File: config.mk
export PLATFORM = sky130hd
export DESIGN_NAME = ibhq_ram
export DESIGN_NICKNAME = d
export VERILOG_FILES = /design/src/design/ibhq_ram.sv
export SDC_FILE = /design/constraint.sdc
export NUM_CORES = 1
export LEC_CHECK = 0
export ABC_AREA = 1
export BUFFER_PORTS_ARGS = -buffer_cell sky130_fd_sc_hd__clkbuf_2
export CAP_MARGIN = 40
export CORE_MARGIN = 2
export CORE_UTILIZATION = 50
export DETAILED_ROUTE_END_ITERATION = 8
export PLACE_DENSITY = 0.71
export SKIP_CTS_REPAIR_TIMING = 1
export SLEW_MARGIN = 10
export SYNTH_ARGS = -nofsm -noshare
export SYNTH_HDL_FRONTEND = slang
export SYNTH_SLANG_ARGS = --single-unit
File: constraint.sdc
create_clock -name clk -period 1.2 [get_ports clk]
set_input_delay 0.06 -clock clk [delete_from_list [all_inputs] [get_ports clk]]
set_output_delay 0.06 -clock clk [all_outputs]
set_load 0.02 [all_outputs]
File: src/design/ibhq_ram.sv
// ----------------------------------------------------------------------------
// ibhq_ram
// Generic single-write, single-read RAM with registered read data.
// ----------------------------------------------------------------------------
module ibhq_ram #(
  parameter int WIDTH = 8,
  parameter int DEPTH = 16
) (
  input  logic                     clk,
  input  logic                     we,
  input  logic [$clog2(DEPTH)-1:0] waddr,
  input  logic [WIDTH-1:0]         wdata,
  input  logic [$clog2(DEPTH)-1:0] raddr,
  output logic [WIDTH-1:0]         rdata
);
  logic [WIDTH-1:0] mem [DEPTH];

  always_ff @(posedge clk) begin
    if (we) begin
      mem[waddr] <= wdata;
    end
    rdata <= mem[raddr];
  end
endmodule
# ---- Yosys cells after proc, flatten, opt, wreduce, memory -nomap -nowiden
# Memories as Yosys holds them, arrays and structs flattened. A register that Yosys moved wholly into a read port is not among the register bits.
# Cells that the tools add are included.
# Widths: inputs -> output; s select.
dict set report totals {
  ff_bits 0
  ram_bits 128
  inputBits 18
  mem_count 1
}
# name depth width read_ports rd_ports_with_merged_regs wr line
set memory_table {}
lappend memory_table {mem 16 8 1 1 1 16} ;# logic [WIDTH-1:0] mem [DEPTH];
dict set report classes {
  mux 2
}
# operator count
set op_table {}
lappend op_table {{$mux 1} 2}

# ---- Longest topological paths before layout
dict set report logic_depth {
  ltp_word 2
  ltp_mapped 8
  mapped_depth_nobuf 7
}

# ---- Worst setup path after synthesis
# OpenSTA, ideal clock, no wires.
dict set report synth_timing {
  path_kind {in2reg}
  start {input waddr[2]}
  end {memory mem[10][0] (enable)}
  arrival_ns 0.641
  required_ns 0.830
  slack_ns 0.189
  cell_stages 2
  n_path_buf 0
  path_cell_list {nand3b_1 > nor2_1}
}
# element line
set synth_rtl {}
lappend synth_rtl {{start, declared} 11} ;# input logic [$clog2(DEPTH)-1:0] waddr,
lappend synth_rtl {{end, declared} 16}
# No word-level cell before the write port.

# ---- Worst setup path after layout
dict set report layout_timing {
  start {register rdata[2], read port of mem}
  end {output rdata[2]}
}
# element line
set layout_rtl {}
lappend layout_rtl {{start, declared} 14} ;# output logic [WIDTH-1:0] rdata
# No word-level cell between the ends.

==> metrics.md <==
| Metric | Value |
|---|---|
| Synth Register Bits | 136 |
| Synth Area per Inst | 10.5 µm² |
| CP Max Fanout | 1 |
| Power Dens Cells | 1640 nW/µm² |
| Initial antenna violation count | 0 |
| Clock sinks | 136 |
| RSZ-0062 raised after global routing | no |
| Util after Layout | 0.597 |
| Origin of the critical flop-to-flop path | mem[4][6] |
| M3 GR Usage | 0.0539 |
| Crit path depth | 1 |
| Largest delay share family, worst path | flip-flops |
| Via-to-Cell Ratio | 5.15 |
| WP data required | 1140 ps |
| IO buf count | 25 |
| Setup TNS Final | 0 ps |
| Setup crit start | rdata[2] |
| Fin. Hold Viols | 0 |
| Slew Limit Fails | 0 |
| Total GRT Usage | 0.214 |
| Crit. End Element | primary output |
| Met1 Usage GRT | 0.277 |
| CTS tree | done |
| Reg2Reg Depth | 6 |
| Row cnt | 39 |
| Die H | 111 µm |
| Worst-Skew Late Latency | 420 ps |
| Leakage | 2.96 nW |
| DRT iter0 DRCs | 383 |
| Total CTS buffers | 17 |
| DR vias | 3,892 |
| Slowest stage delay, CP | 370 ps |
| Grt total ovfl | 0 |
| Worst Tran Pin Value | 453 ps |
| Distinct cells, synth | 12 |
| Seq pwr share | 0.482 |
| Hold_sp | wdata[1] |
| # IOs | 26 |
| First-pass DRT Iterations | 5 |
| Crit path buffers/inverters | 1 |
| Period minus WS final | 1030 ps |
| HP Class | primary input to flop |
| WL final | 12,600 µm |
| Outcome | finished, final reports clean |
| CTS Buffer Depth | 2 |
| Arrival time at the worst endpoint | 970 ps |
| Gate power share | 0.064 |
| Clk pwr share | 0.453 |
| Wire per inst | 16.7 µm |
| Die Footprint | 12,400 µm² |
| Gpl congestion | 0.837 |
| Max-Cap Viols | 0 |
| Core area | 11,300 µm² |
| Max Freq | 969 MHz |
| Register area share after synthesis | 0.694 |
| Net count, final | 617 |
| Warnings from Yosys | 0 |
| Clock skew | 5.51 ps |
| Synth Net Count | 569 |
| DRC | 0 |
| Final period utilization | 0.860 |
| GRT Max-Usage Layer | met2 |
| Vias in the first global route | 3,770 |
| Headroom to the max-slew limit | 0.698 |
| Reg clk slew, reported paths | 60 ps |
| Int Pwr | 0.00859 W |
| Ant. Diodes | 0 |
| Routed Antenna Nets | 0 |
| Area Overhead vs Synth | 17.2% |
| H-tree levels | 4 |
| Post-DP HPWL | 7850 µm |
| Initial cell density of the core | 0.509 |
| Share of cells above drive strength 1 | 0.139 |
| Worst path slowest cell | dfxtp_1 |
| Die width | 111 µm |
| Largest net degree at the start of global routing | 65 |
| Post-Syn Area | 5770 µm² |
| Sw power | 0.00250 W |
| Sw Share | 0.225 |
| Endpoints failing setup | 0 |
| Root Driver | clkbuf_16 |
| CP Class | flop to primary output |
| Hold path cells | 1 |
| CP startpoint kind | flop |
| First-pass GRT wire length | 19,900 µm |
| Met2 Use GR | 0.341 |
| Mapped Cells | 551 |
| Worst ir drop on vdd | 827 µV |
| CP Cell Sequence | clkbuf_2 |
-- final timing paths --
| kind | endpoint | slack, ps |
|---|---|---|
| max | rdata[2] | 170 |
| min | mem[2][1] | 120 |
| min reg2reg | rdata[3] | 680 |
| max reg2reg | rdata[6] | 200 |
-- sequential cells by signal, indices dropped and copies added (netlist names) --
register and cells:
mem 128, rdata 8
-- layout make-up --
| cell class | count | area, µm² |
|---|---|---|
| repair buffers | 53 | 400 |
| multi-input cells | 289 | 1210 |
| clock buffers | 17 | 425 |
| fillers | 903 | 4560 |
| well taps | 143 | 179 |
| inverters | 102 | 383 |
| clock inverters | 15 | 154 |
| flip-flops and latches | 136 | 4000 |
-- synth_stat cells --
cell type | count | area share
nand2_1 | 173 | 0.11
edfxtp_1 | 128 | 0.67
inv_1 | 100 | 0.065
nand3_1 | 97 | 0.084
nor2_1 | 17 | 0.011
buf_2 | 13 | 0.011
dfxtp_1 | 8 | 0.028
buf_6 | 6 | 0.012
buf_4 | 4 | 0.0052
inv_2 | 2 | 0.0013
nand3b_1 | 2 | 0.0026
buf_1 | 1 | 0.00065
-- kinds of logic after synthesis --
logic type / Yosys count / share of synthesized area
simple gates: 289 / 0.210
flops: 136 / 0.694
buf+inv: 126 / 0.0952
-- cell usage in the layout, fill, tap and decap left out --
cell           synthesis  layout
clkbuf_16              0      17
clkinv_2               0       3
nor2_1                17      17
dlygate4sd3_1          0       1
clkinv_1               0       1
edfxtp_1             128     128
buf_4                  4      22
inv_1                100     100
clkinv_4               0       5
clkinvlp_4             0       3
inv_2                  2       2
dfxtp_1                8       8
buf_12                 0       5
inv_6                  0       1
bufinv_16              0       2
nand3b_1               2       2
clkbuf_2               0      25
nand2_1              173     173
nand3_1               97      97
-- power groups by stage --
stage	Combinational (W)	Clock [W]	Sequential [W]
detailed placement	0.000704	0	0.00544
floorplan	0.000375	0	0.00547
finish	0.000712	0.00502	0.00535
global placement	0.000685	0	0.00544
CTS	0.000710	0.00507	0.00535
global route	0.000784	0.00527	0.00535
-- stage by stage --
step / instance area, µm² / std cells / hold slack (ps) / worst slack [ps] / total power [W]
floorplan: 5770 / 551 / 159 / 189 / 0.00585
global placement: 6170 / 722 / 366 / 111 / 0.00613
detailed placement: 6170 / 722 / 380 / 71.3 / 0.00615
CTS: 6750 / 754 / -51.4 / 162 / 0.0111
global route: 6760 / 755 / 144 / 108 / 0.0114
finish: 6760 / 755 / 124 / 168 / 0.0111
-- metal layers --
metal	up-vias	routed length (µm)
li1	1869	-
met1	1828	5320
met2	163	6050
met3	32	919
met4	0	336
met5	-	0
(Power assumes the default switching activity.)
